$ cat src/design/mdr_pkg.sv
package mdr_pkg;

    localparam int SIZE_W = 16;
    localparam int TYPE_W = 8;
    localparam int OFS_OUT_W = 16;
    localparam int STAT_W = 2;

    localparam int DEF_RING_DEPTH = 128;
    localparam int DEF_OFFSET_BITS = 16;

    localparam logic [SIZE_W-1:0] BUF_SIZE_RESET = 16'hFFFF;

    localparam int S_TDATA_W = 24;
    localparam int M_TDATA_W = 64;

    typedef enum logic
    {
        OP_ENQUEUE = 1'b0,
        OP_POP     = 1'b1
    } op_t;

    typedef enum logic [STAT_W-1:0]
    {
        STAT_OK      = 2'd0,
        STAT_FULL    = 2'd1,
        STAT_TOO_BIG = 2'd2,
        STAT_EMPTY   = 2'd3
    } status_t;

    typedef struct packed
    {
        status_t               status;
        logic [OFS_OUT_W-1:0]  assigned_offset;
        logic                  is_empty;
        logic                  is_full;
    } res_t;

endpackage

$ cat src/design/mdr_ctrl.sv
module mdr_ctrl #(
    parameter int RING_DEPTH = mdr_pkg::DEF_RING_DEPTH,
    parameter int OFFSET_BITS = mdr_pkg::DEF_OFFSET_BITS,
    localparam int IDX_W = $clog2(RING_DEPTH),
    localparam int ENTRY_W = mdr_pkg::SIZE_W + mdr_pkg::TYPE_W + OFFSET_BITS
) (
    input  logic                       clk,
    input  logic                       rst_n,
    input  logic                       in_valid,
    output logic                       in_ready,
    input  mdr_pkg::op_t               in_op,
    input  logic [mdr_pkg::SIZE_W-1:0] in_size,
    input  logic [mdr_pkg::TYPE_W-1:0] in_type,
    input  logic                       cfg_valid,
    input  logic [mdr_pkg::SIZE_W-1:0] cfg_data,
    input  logic                       out_free,
    output logic                       res_load,
    output mdr_pkg::res_t              res,
    output logic                       mem_we,
    output logic [IDX_W-1:0]           mem_waddr,
    output logic [ENTRY_W-1:0]         mem_wdata,
    output logic                       mem_re,
    output logic [IDX_W-1:0]           mem_raddr
);

    localparam int SUM_W = ((OFFSET_BITS > mdr_pkg::SIZE_W) ? OFFSET_BITS : mdr_pkg::SIZE_W) + 1;

    typedef enum logic
    {
        ST_IDLE,
        ST_LOAD
    } state_t;

    state_t                     state_reg;
    logic [IDX_W-1:0]           front_reg;
    logic [IDX_W-1:0]           front_next;
    logic [IDX_W-1:0]           rear_reg;
    logic [IDX_W-1:0]           rear_next;
    logic [OFFSET_BITS-1:0]     next_offset_reg;
    logic [OFFSET_BITS-1:0]     next_offset_next;
    logic [mdr_pkg::SIZE_W-1:0] buffer_size_reg;
    mdr_pkg::res_t              res_reg;
    mdr_pkg::res_t              res_next;

    logic                       accept;
    logic [IDX_W-1:0]           rear_inc;
    logic [IDX_W-1:0]           front_inc;
    logic [SUM_W-1:0]           sum;
    logic                       wrap;
    logic [OFFSET_BITS-1:0]     ofs;
    logic                       do_write;
    logic                       do_pop;

    function automatic logic [IDX_W-1:0] wrap_inc(input logic [IDX_W-1:0] i);
        logic [IDX_W-1:0] r;
        r = (i == IDX_W'(RING_DEPTH - 1)) ? '0 : i + IDX_W'(1);
        return r;
    endfunction

    assign accept = in_valid && in_ready;
    assign in_ready = (state_reg == ST_IDLE);

    always_comb
    begin
        rear_inc  = wrap_inc(rear_reg);
        front_inc = wrap_inc(front_reg);
        sum  = SUM_W'(next_offset_reg) + SUM_W'(in_size);
        wrap = sum > SUM_W'(buffer_size_reg);
        ofs  = wrap ? '0 : next_offset_reg;

        do_write = 1'b0;
        do_pop   = 1'b0;
        res_next.status = mdr_pkg::STAT_OK;
        unique case (in_op)
            mdr_pkg::OP_ENQUEUE:
            begin
                if (rear_inc == front_reg)
                begin
                    res_next.status = mdr_pkg::STAT_FULL;
                end
                else if (in_size > buffer_size_reg)
                begin
                    res_next.status = mdr_pkg::STAT_TOO_BIG;
                end
                else
                begin
                    do_write = 1'b1;
                end
            end
            mdr_pkg::OP_POP:
            begin
                if (front_reg == rear_reg)
                begin
                    res_next.status = mdr_pkg::STAT_EMPTY;
                end
                else
                begin
                    do_pop = 1'b1;
                end
            end
            default:
            begin
                res_next.status = mdr_pkg::STAT_OK;
            end
        endcase

        front_next = do_pop ? front_inc : front_reg;
        rear_next  = do_write ? rear_inc : rear_reg;
        next_offset_next = wrap ? OFFSET_BITS'(in_size) : OFFSET_BITS'(sum);

        res_next.assigned_offset = do_write ? mdr_pkg::OFS_OUT_W'(ofs) : '0;
        res_next.is_empty = (front_next == rear_next);
        res_next.is_full  = (wrap_inc(rear_next) == front_next);
    end

    assign mem_we    = accept && do_write;
    assign mem_waddr = rear_reg;
    assign mem_wdata = {ofs, in_type, in_size};
    assign mem_re    = accept;
    assign mem_raddr = front_next;

    assign res_load = (state_reg == ST_LOAD) && out_free;
    assign res      = res_reg;

    always_ff @(posedge clk or negedge rst_n)
    begin
        if (!rst_n)
        begin
            state_reg       <= ST_IDLE;
            front_reg       <= '0;
            rear_reg        <= '0;
            next_offset_reg <= '0;
            buffer_size_reg <= mdr_pkg::BUF_SIZE_RESET;
            res_reg         <= '0;
        end
        else
        begin
            if (cfg_valid)
            begin
                buffer_size_reg <= cfg_data;
            end
            unique case (state_reg)
                ST_IDLE:
                begin
                    if (accept)
                    begin
                        front_reg <= front_next;
                        rear_reg  <= rear_next;
                        if (do_write)
                        begin
                            next_offset_reg <= next_offset_next;
                        end
                        res_reg   <= res_next;
                        state_reg <= ST_LOAD;
                    end
                end
                ST_LOAD:
                begin
                    if (out_free)
                    begin
                        state_reg <= ST_IDLE;
                    end
                end
                default:
                begin
                    state_reg <= ST_IDLE;
                end
            endcase
        end
    end

    a_not_full_and_empty: assert property (@(posedge clk) disable iff (!rst_n)
        !(res_reg.is_empty && res_reg.is_full))
        else $error("Ring reported as both full and empty.");

    a_accept_then_load: assert property (@(posedge clk) disable iff (!rst_n)
        accept |=> (state_reg == ST_LOAD) && !in_ready)
        else $error("Item accepted without moving to the load state.");

    a_reject_no_offset: assert property (@(posedge clk) disable iff (!rst_n)
        (res_reg.status != mdr_pkg::STAT_OK) |-> (res_reg.assigned_offset == '0))
        else $error("Rejected item was given an offset.");

    a_reject_keeps_ptrs: assert property (@(posedge clk) disable iff (!rst_n)
        (accept && !do_write && !do_pop) |=> ($stable(front_reg) && $stable(rear_reg)))
        else $error("Rejected item moved a ring pointer.");

endmodule

$ cat config.mk
export PLATFORM = sky130hd
export DESIGN_NAME = mdr_ctrl
export DESIGN_NICKNAME = d
export VERILOG_FILES = /design/src/design/mdr_pkg.sv /design/src/design/mdr_ctrl.sv
export SDC_FILE = /design/constraint.sdc
export NUM_CORES = 1
export LEC_CHECK = 0
export BUFFER_PORTS_ARGS = -buffer_cell sky130_fd_sc_hd__buf_2
export CAP_MARGIN = 20
export CELL_PAD_IN_SITES_DETAIL_PLACEMENT = 0
export CELL_PAD_IN_SITES_GLOBAL_PLACEMENT = 1
export CORE_ASPECT_RATIO = 1.1
export CORE_MARGIN = 2
export CORE_UTILIZATION = 41
export CTS_BUF_LIST = sky130_fd_sc_hd__clkbuf_16
export CTS_CLUSTER_DIAMETER = 30
export DETAILED_ROUTE_END_ITERATION = 8
export PLACE_DENSITY_LB_ADDON = 0.3
export SLEW_MARGIN = 30
export SYNTH_ARGS = -nofsm -noshare
export SYNTH_HDL_FRONTEND = slang
export SYNTH_SLANG_ARGS = --single-unit
$ cat constraint.sdc
create_clock -name clk -period 7.5 [get_ports clk]
set_input_delay 1.5 -clock clk [delete_from_list [all_inputs] [get_ports clk]]
set_output_delay 1.5 -clock clk [all_outputs]
set_load 0.05 [all_outputs]
==> results of run 1 <==
cell usage in the layout, fill, tap and decap left out, types with 3 or more instances in the layout:
cell	n
buf_2	106
nand2_1	98
o21ai_0	58
ha_1	51
dfrtp_1	51
nor2_1	43
nand3_1	35
inv_1	33
xnor2_1	31
a21oi_1	29
and3_1	21
xor2_1	16
dfstp_2	16
a31oi_1	14
nor3_1	12
a21o_1	10
o211ai_1	9
clkbuf_16	9
nand4_1	8
buf_4	8
o21a_1	7
nor2b_1	6
o21bai_1	5
and2_1	5
mux2i_1	5
a211oi_1	4
or3_1	4
or2_2	4
o31ai_1	4
bufinv_16	4
nor4_1	3
stage by stage:
stage | std cells | hold WS (ns) | power [W]
CTS | 941 | 0.4780 | 0.003155
finish | 941 | 0.4688 | 0.003172
global placement | 925 | 0.4586 | 0.002587
global route | 941 | 0.4992 | 0.003379
detailed placement | 925 | 0.4650 | 0.002615
floorplan | 686 | 0.4767 | 0.002127
worst reg2reg max path, delay by kind of cell, from the launching register on:
| kind | cells | cell delay (ns) |
|---|---|---|
| adder cells (fa/ha/maj) | 2 | 0.64 |
| AND/OR/NAND/NOR | 7 | 1.41 |
| flip-flops | 1 | 0.45 |
| XOR/XNOR | 1 | 0.20 |
| AO/OA/AOI/OAI | 8 | 1.97 |
| buffers and inverters | 1 | 0.21 |
final cells by class:
class | instances | area [µm²] | area share [%]
well taps | 184 | 230.2 | 3.556
repair buffers | 116 | 609.3 | 9.411
clock buffers | 9 | 225.2 | 3.478
inverters | 33 | 123.9 | 1.913
multi-input cells | 525 | 3450 | 53.28
flip-flops and latches | 67 | 1697 | 26.20
clock inverters | 7 | 140.1 | 2.164
how the worst min path moves through the flow:
stage | start | end | slack [ns] | cells after the start
after global routing | res[5]$_DFFE_PN0P_ | res[5]$_DFFE_PN0P_ | 0.50 | 2
final | res[9]$_DFFE_PN0P_ | res[9]$_DFFE_PN0P_ | 0.47 | 2
after detailed placement | res[9]$_DFFE_PN0P_ | res[9]$_DFFE_PN0P_ | 0.46 | 2
after CTS | res[9]$_DFFE_PN0P_ | res[9]$_DFFE_PN0P_ | 0.48 | 2
after global placement | res[16]$_DFFE_PN0P_ | res[16]$_DFFE_PN0P_ | 0.46 | 2
after floorplan | state_reg$_DFF_PN0_ | state_reg$_DFF_PN0_ | 0.48 | 2
cell families after synthesis:
| kind of cell | share of synthesized area, % |
|---|---|
| xor+xnor | 8.013 |
| fa+ha+maj | 11.68 |
| compound gates | 18.25 |
| buf+inv | 8.835 |
| mux | 1.354 |
| simple gates | 21.78 |
| flops | 30.10 |
metal layers:
layer | up-vias | wire (µm) | global-route usage, %
met1 | 2436 | 7509 | 31.44
met4 | 0 | 302 | 8.053
met3 | 22 | 888 | 3.700
met5 | - | 0 | 0
met2 | 163 | 7756 | 36.88
li1 | 2507 | - | -
report_power, final:
part           internal (W)  switching [W]  leakage (nW)
registers          0.000462       0.000144         0.822
clock network      0.000358       0.000174         0.173
logic              0.000665        0.00137          2.13
cells in the mapped netlist (all sizes together), types with 6 or more instances:
| cell | number | area [µm²] |
|---|---|---|
| nand2 | 98 | 367.9 |
| a31oi | 14 | 87.58 |
| clkbuf | 23 | 106.4 |
| ha | 51 | 638.1 |
| and3 | 21 | 131.4 |
| o21ai | 59 | 295.3 |
| nor3 | 13 | 70.07 |
| a21o | 11 | 83.83 |
| buf | 38 | 267.8 |
| xor2 | 16 | 140.1 |
| o21a | 7 | 52.55 |
| o211ai | 9 | 67.56 |
| a21oi | 31 | 155.2 |
| nand3 | 36 | 185.2 |
| nor2 | 43 | 161.4 |
| nand4 | 8 | 50.05 |
| dfstp | 16 | 420.4 |
| dfrtp | 51 | 1276 |
| inv | 33 | 123.9 |
| xnor2 | 32 | 287.8 |
| nor2b | 6 | 37.54 |
repair_timing:
action	4_1_cts	5_1_grt
setup buffers	0	0
hold endpoints to repair	0	0
setup endpoints to repair	0	16
hold buffers	0	0
resized for setup	0	3
==> results.md, run 1 <==
* Routed WL at 16.46 mm
* H-tree depth at 3
* Status: complete, no violations
* Fill cells at 1358
* Final Skew at just over 0.008 ns
* DRC Markers at 0
* Layout cell share with drive strength beyond 1 at between 20% and 30%
* Pre-antenna DRT Iters at 6
* Worst Hold Class: reg -> reg
* Gate Count Post-Synth at 686
* Peak supply drop at 0.2311 mV
* Die Y-Extent at 127.0 µm
* Cell count along the critical path at 20
* Final Hold Viols at 0
* Crit-path slowest cell: a211oi_1
* Most used flip-flop cell after synthesis: dfrtp_1
* CTS tree: built
* Yosys warns at 0
* Critical path's largest stage delay at about 0.53 ns
* Port bufs at 107
* Max FFs per register at 20
* Largest net degree at the start of global routing at 68
* Clk Latency, worst-skew pair at roughly 0.35 ns
* FF-to-FF setup slack at 2.52 ns
* First-pass GRT wire length at 26.16 mm
* Final setup vio count at 0
* Worst r2r src: next_offset_reg[1]$_DFFE_PN0P_
* Max Fclk at 138.8 MHz
* Worst-margin pin slew at 0.9545 ns
* Routed Antenna Nets at 0
* Slew margin rel. at 36.37%
* Ant. Diodes at 0
* Crit-path cells: buf_2 > ha_1 > a21o_1 > a21oi_1 > o21bai_1 > a21oi_1 > o21bai_1 > a211oi_1 > nor2_1 > xnor2_1 > ha_1 > nand4_1 > nor2_1 > nand3_1 > nor3b_1 > a21bo_2 > and2_1 > buf_4 > and3_1 > buf_2
* TNS Setup at 0 ns
* Root buffer cell: clkbuf_16
* Critical Path Fanout Max at 19
* Final Cell Area at around 0.0065 mm²
* Setup repair after global routing missed its margin: false
* Die Area at 0.01470 mm²
* Vias at 5128
* Worst EP arrival at 5.70 ns
* Overflow after GRT at 0
* Syn Nets at roughly 780
* Setup WS post-layout at 0.2977 ns
* Total of max-cap violations at 0
* Nets at 850
* P&R area growth vs syn at 14.87%
* Vias in the first global route at 4928
* Crit path to: mem_wdata[35]
* Setup crit start: in_size[1]
* Async S/R FF share, synth at 100.0%
* Leakage power at between 3 and 4 nW
* Worst R2R End: res[10]$_DFFE_PN0P_
* CTS Sinks at 67
* Critical Path Sink Type: output port
* Core Region at 0.01332 mm²
* Initial antenna violation count at 0
* Unique cell type count in the Yosys netlist at 66
* Clock Pin Slew Worst Setup and Hold Paths at ~0.06 ns
* Placed Area at 0.006096 mm²
* Rows at 44
* Min Tclk post-route at 7.202 ns
* # IOs at roughly 120
* Pwr per Cell Area at 489.8 mW/mm²
* Sequential fraction of the synthesis area at 30.10%
* Startpoint types: primary input
* CTS Buffer Depth at 2
* Period utilisation layout at a little over nine tenths
* Vias per cell at 5.450
* Req. time, crit path at 6.00 ns
* Worst reg2reg path depth at 19
* Post-Syn Area at 0.005637 mm²
* GRT Resource Usage Total at 23.00%
* Buf/Inv on CP at 3
* Drt wl/cell at 17.49 µm
* Critical path type: in -> out
* Die W at 115.8 µm
* CTS Buf Count at 9
* Avg Synthesized Cell Area at 8.217 µm²
* DP HPWL at roughly 13 mm
* Cell family with most CP delay: compound AO/OA/AOI/OAI gates
* Seq cells post-synth at 67
* First DRT Iteration DRCs at 268
* Post-place setup slack at 0.3126 ns
* Post-layout util at about half
* Initial Util at a little over two fifths
* Gpl congestion at 0.8955
* EDFF count, synth at 0
* Max-slew violations at 0
Note: power is estimated with default switching activity, not from simulation.
==> run 2, diff against run 1 <==
Settings changed: CORE_UTILIZATION 41 to 37.
Clock period 7.5 ns to 5.9 ns, I/O delays scaled along.
==> run 2 against run 1 <==
The run now ends with negative setup slack left; setup slack got worse by 0.54 ns; critical endpoint is now next_offset_reg[14]$_DFFE_PN0P_; clock skew increased by 0.0030 ns; sequential power increased by 27%; via count increased by 4.7%; largest cell class unchanged; final area increased by 13%; sequential share of layout area decreased by 2.9 points; register-to-register slack got worse by 2.2 ns; wire length increased by 6.7%; die area increased by 10%; largest power group unchanged; cell count increased by 7.4%; clock power increased by 14%; first-iteration DRC count increased by 78%.
==> results.md, run 2 (synthesis results as in run 1) <==
* Status: complete, but fails checks
* Failing checks: negative setup slack
* Period utilisation layout at 104.0%
* P&R area growth vs syn at 29.26%
* Gpl congestion at 0.8522 (-4.8%)
* Root buffer cell: clkbuf_16
* # IOs at 124 (unchanged)
* Worst Hold Class: reg -> reg
* H-tree depth at 3 (unchanged)
* Sequential share of power at 14.9% (-4.2 points)
* Vias per cell at 5.310 (-2.6%)
* Most frequent CP cell: buf_4
* CTS tree: built
* Clk Latency, worst-skew pair at 0.35 ns (about the same)
* Crit-path slowest cell: fa_2
* Peak supply drop at 0.2866 mV (+24%)
* Clock share of power at 11.8% (-5.0 points)
* Final Skew at 0.01111 ns (+0.003013 ns)
* First-pass GRT wire length at 27.54 mm (+5.3%)
* Comb pwr share at 73.2% (+9.1 points)
* Most frequent cells in the layout: 97 x nand2_1, 90 x buf_2, 61 x buf_4
* Min Tclk post-route at about 6.1 ns
* DRC Markers at 0 (unchanged)
* Sw Share at 47.68% (-5.5 points)
* TNS Setup at -3.306 ns (-3.306 ns)
* Critical path type: in -> reg
* Int Power at 0.002690 W (+81%)
* Routed Antenna Nets at 0 (unchanged)
* Setup WS post-layout at -0.2386 ns (-0.5364 ns)
* Critical path's largest stage delay at 0.35 ns (-0.18 ns)
* Req. time, crit path at 6.14 ns (+0.14 ns)
* DP HPWL at 12.87 mm (+2.5%)
* Routed WL at 17.56 mm (+6.7%)
* Clock Pin Slew Worst Setup and Hold Paths at 0.07 ns (about the same)
* GRT Resource Usage Total at 21.98% (-1.0 points)
* CTS Sinks at 67 (unchanged)
* Nets at 908 (+6.8%)
* First DRT Iteration DRCs at 477 (+78%)
* Max-slew violations at 0 (unchanged)
* Drt wl/cell at 17.37 µm (-0.66%)
* Layout cell share with drive strength beyond 1 at 32.27% (+9.7 points)
* Die Area at 0.01624 mm² (+10%)
* Startpoint types: primary input
* Pre-antenna DRT Iters at 5 (-1)
* Worst EP arrival at 6.38 ns (+0.68 ns)
* Rows at 47 (+6.8%)
* Worst-margin pin slew at 0.8731 ns (-0.08134 ns)
* Initial Util at 37.59% (-4.7 points)
* Slew margin rel. at 41.79% (+5.4 points)
* Pwr per Cell Area at 705.7 mW/mm² (+44%)
* Overflow after GRT at 0 (unchanged)
* Setup repair after global routing missed its margin: true
* Final Hold Viols at 0 (unchanged)
* Critical Path Fanout Max at 4 (-15)
* Critical Path Sink Type: register
* Fill cells at 1489 (+9.6%)
* FF+latch area at 0.001697 mm² (unchanged)
* Core Region at 0.01500 mm² (+13%)
* CTS Buffer Depth at 2 (unchanged)
* Post-place setup slack at -0.3982 ns (-0.7108 ns)
* Port bufs at 107 (unchanged)
* Final setup vio count at 17 (+17)
* Largest net degree at the start of global routing at 68 (unchanged)
* Initial antenna violation count at 0 (unchanged)
* Total of max-cap violations at 0 (unchanged)
* Die Y-Extent at 133.5 µm (+5.1%)
* Net Switching at 0.002452 W (+45%)
* Multi-input gate area in the final layout at 0.003625 mm² (+5.1%)
* Ant. Diodes at 0 (unchanged)
* Vias in the first global route at 5168 (+4.9%)
* Die W at 121.7 µm (+5.1%)
* Leakage power at 3.466 nW (+11%)
* CTS Buf Count at 9 (unchanged)
* Vias at 5368 (+4.7%)
* Max FFs per register at 20 (unchanged)
* Max Fclk at 162.9 MHz
* Most common cell after layout, fill and taps aside: nand2_1
run 2: cell count changes in the layout (fill, tap and decap cells not counted), sizes merged:
cell,change
buf,+58
bufinv,-2
clkinv,+1
clkinvlp,-1
inv,+2
run 2: power groups by stage:
| stage | Clock [W] | Combinational [W] | Sequential, W |
|---|---|---|---|
| final | 0.000609 | 0.00377 | 0.000768 |
| after global routing | 0.000640 | 0.00402 | 0.000787 |
| after CTS | 0.000620 | 0.00352 | 0.000766 |
| after detailed placement | 0 | 0.00285 | 0.000772 |
| after global placement | 0 | 0.00280 | 0.000768 |
| after floorplan | 0 | 0.00201 | 0.000840 |
run 2: worst paths after layout:
kind,cells after the start,slack [ns],endpoint,startpoint
min in group asynchronous,2,1.01,state_reg$_DFF_PN0_,rst_n
setup reg to reg,36,0.28,next_offset_reg[14]$_DFFE_PN0P_,next_offset_reg[0]$_DFFE_PN0P_
hold reg to reg,2,0.48,res[0]$_DFFE_PN0P_,res[0]$_DFFE_PN0P_
setup / recovery,37,-0.24,next_offset_reg[14]$_DFFE_PN0P_,in_size[0]
hold / removal,2,0.48,res[0]$_DFFE_PN0P_,res[0]$_DFFE_PN0P_
max in group asynchronous,2,4.30,next_offset_reg[0]$_DFFE_PN0P_,rst_n
run 2: cell type report:
type	count	area share [%]
multi-input cells	525	49.75
flip-flops and latches	67	23.29
repair buffers	174	17.43
well taps	196	3.366
clock buffers	9	3.091
inverters	33	1.700
clock inverters	7	1.374
run 2: routing by layer:
metal	global-route usage, %	routed length [µm]
met5	0	0
met4	8.621	514
met3	4.366	1012
met2	34.74	8076
met1	29.54	7960
run 2: critical path, delay by kind of cell:
family          cells  cell delay [ns]
compound gates      9             1.61
xor+xnor            1             0.09
fa+ha+maj           2             0.51
buf+inv            25             2.99
run 2: repair_timing:
| item | in CTS | in global routing |
|---|---|---|
| pin swaps | 10 | 6 |
| resized for setup | 64 | 12 |
| hold buffers | 0 | 0 |
| setup endpoints to repair | 16 | 17 |
| gates cloned | 1 | 1 |
| endpoints found under the hold margin | 0 | 0 |
| buffers inserted | 26 | 4 |
run 2: metrics by stage:
step | utilization, % | total power, W | hold slack (ns) | instance area, µm² | std cells
final | 48.59 | 0.005142 | 0.4784 | 7286 | 1011
after global routing | 48.59 | 0.005452 | 0.5164 | 7286 | 1011
after CTS | 47.85 | 0.004906 | 0.4834 | 7176 | 1006
after detailed placement | 42.75 | 0.003620 | 0.4705 | 6410 | 963
after global placement | 42.72 | 0.003571 | 0.4642 | 6406 | 963
after floorplan | - | 0.002850 | 0.4767 | 5733 | 686
==> run 3, diff against run 2 <==
Settings changed: CORE_UTILIZATION 37 to 44, PLACE_DENSITY_LB_ADDON 0.3 to 0.1.
Clock period 5.9 ns to 7.15 ns, I/O delays scaled along.
==> run 3 against run 2 <==
Power shrank 38%; hold slack worse by 0.0030 ns; global-route usage increased by 2.6 points; via count decreased by 5.0%; combinational power is 43% lower; the flow now finishes without violations; final area is 12% lower; setup slack improved by 0.52 ns.
==> results.md, run 3 (synthesis results as in run 1) <==
* Status: complete, no violations
* Critical path type: in -> out
* Hold Startpoint: res[8]$_DFFE_PN0P_
* P&R area growth vs syn at 13.58%
* Placed Area at 0.006082 mm² (-5.1%)
* First-pass GRT wire length at 26.30 mm (-4.5%)
* Worst-margin pin slew at 0.8632 ns (-0.009899 ns)
* Vias at 5097 (-5.0%)
* Max-slew violations at 0 (unchanged)
* Clock share of power at 12.8% (+1.0 points)
* Startpoint types: primary input
* Die W at 111.9 µm (-8.0%)
* Rows at 43 (-8.5%)
* Final Cell Area at 0.006402 mm² (-12%)
* Int Power at 0.001467 W (-45%)
* Max FFs per register at 20 (unchanged)
* Total of max-cap violations at 0 (unchanged)
* Final Power at 0.003206 W (-38%)
* FF+latch area at 0.001697 mm² (unchanged)
* H-tree depth at 3 (unchanged)
* Worst EP arrival at 5.43 ns (-0.95 ns)
* Worst r2r src: mem_waddr[0]$_DFFE_PN0P_
* Largest net degree at the start of global routing at 68 (unchanged)
* Initial antenna violation count at 0 (unchanged)
* Peak supply drop at 0.3562 mV (+24%)
* Root buffer cell: clkbuf_16
* Net Switching at 0.001739 W (-29%)
* Final Hold Viols at 0 (unchanged)
* Period utilisation layout at 96.00%
* Routed Antenna Nets at 0 (unchanged)
* Die Area at 0.01373 mm² (-15%)
* GRT Resource Usage Total at 24.55% (+2.6 points)
* Most frequent cells in the layout: 98 x nand2_1, 93 x buf_2, 58 x o21ai_0
* Clk Latency, worst-skew pair at 0.34 ns (about the same)
* Fill cells at 1294 (-13%)
* Sw Share at 54.25% (+6.6 points)
* CTS Buffer Depth at 2 (unchanged)
* Critical Path Fanout Max at 27 (+23)
* Core Region at 0.01254 mm² (-16%)
* Crit-path slowest cell: fa_1
* Req. time, crit path at 5.72 ns (-0.42 ns)
* Pre-antenna DRT Iters at 4 (-1)
* CTS Buf Count at 9 (unchanged)
* Min Tclk post-route at 6.864 ns
* Critical path's largest stage delay at 0.40 ns (+0.05 ns)
* WHS at 0.4754 ns (-0.003040 ns)
* CTS Sinks at 67 (unchanged)
* Drt wl/cell at 18.01 µm (+3.6%)
* Clock Pin Slew Worst Setup and Hold Paths at 0.06 ns (about the same)
* Overflow after GRT at 0 (unchanged)
* Gpl congestion at 0.8657 (+1.6%)
* Layout cell share with drive strength beyond 1 at 22.82% (-9.4 points)
* Vias in the first global route at 4981 (-3.6%)
* DP HPWL at 12.72 mm (-1.2%)
* Pwr per Cell Area at 500.8 mW/mm² (-29%)
* Initial Util at 44.96% (+7.4 points)
* Critical Path Sink Type: output port
* Ant. Diodes at 0 (unchanged)
* Port bufs at 107 (unchanged)
* Die Y-Extent at 122.7 µm (-8.0%)
* Most common cell after layout, fill and taps aside: nand2_1
* DRC Markers at 0 (unchanged)
* Sequential share of power at 20.1% (+5.2 points)
* Max Fclk at 145.7 MHz
* Worst Hold Class: reg -> reg
* # IOs at 124 (unchanged)
* Final setup vio count at 0 (-17)
* Post-layout util at 51.07% (+2.5 points)
* TNS Setup at 0 ns (+3.306 ns)
* Slew margin rel. at 42.45% (+0.66 points)
* Leakage power at 3.097 nW (-11%)
* Routed WL at 16.48 mm (-6.2%)
* Nets at 851 (-6.3%)
* Comb pwr share at 67.1% (-6.1 points)
* Crit-path cells: buf_2 > ha_1 > fa_1 > a21o_1 > a21oi_2 > o21bai_1 > a21o_1 > a21oi_2 > o211ai_1 > a31o_2 > a21oi_1 > xnor2_1 > ha_1 > nand2_1 > nor2_1 > nand3_1 > nor3b_2 > a21bo_2 > and2_1 > buf_12 > and3_1 > clkbuf_4
* FF-to-FF setup slack at 1.91 ns (+1.63 ns)
* Setup crit start: in_size[0]
* Final Skew at 0.008408 ns (-0.002706 ns)
* Multi-input gate area in the final layout at 0.003455 mm² (-4.7%)
* CTS tree: built
* Vias per cell at 5.570 (+4.9%)
* First DRT Iteration DRCs at 244 (-49%)
## run 3: repair_timing
item | CTS | global route
setup endpoints to repair | 0 | 16
buffers inserted | 0 | 0
resized for setup | 0 | 17
hold buffers | 0 | 0
## run 3: path summary, 6_finish.rpt
kind,endpoint,depth (start not counted)
setup / recovery,mem_wdata[37],22
hold / removal,res[8]$_DFFE_PN0P_,2
setup reg to reg,res[0]$_DFFE_PN0P_,17
hold reg to reg,res[8]$_DFFE_PN0P_,2
max in group asynchronous,res[17]$_DFFE_PN0P_,2
min in group asynchronous,state_reg$_DFF_PN0_,2
## run 3: power by group through the flow
stage | Clock [W] | Sequential, W | Combinational [W]
floorplan | 0 | 0.000690 | 0.00154
global placement | 0 | 0.000646 | 0.00208
detailed placement | 0 | 0.000647 | 0.00210
CTS | 0.000419 | 0.000641 | 0.00211
global route | 0.000436 | 0.000661 | 0.00235
finish | 0.000409 | 0.000644 | 0.00215
## run 3: critical path, delay by kind of cell
family | cells | cell delay, ns
xor gates and xnor gates | 1 | 0.18
buffers and inverters | 3 | 0.49
and+or+nand+nor | 6 | 0.75
AOI/OAI and AO/OA | 9 | 1.67
adders and majority gates | 3 | 0.89
## run 3: cell type report
| cell class | count | share of cell area (%) |
|---|---|---|
| multi-input cells | 525 | 53.96 |
| flip-flops and latches | 67 | 26.50 |
| repair buffers | 117 | 10.34 |
| clock buffers | 9 | 3.518 |
| well taps | 157 | 3.068 |
| inverters | 33 | 1.935 |
| clock inverters | 7 | 0.6840 |
## run 3: stage by stage
step	std cells	worst slack, ns
2_1_floorplan	686	0.4296
3_3_place_gp	899	0.2974
3_5_place_dp	899	0.1962
4_1_cts	915	0.1960
5_1_grt	915	-0.009265
6_report	915	0.2860
## run 3: metal layers
layer | part of all wire, % | track usage [%]
met1 | 41 | 28.31
met2 | 50 | 44.36
met3 | 4.9 | 4.642
met4 | 3.8 | 11.03
met5 | 0 | 0
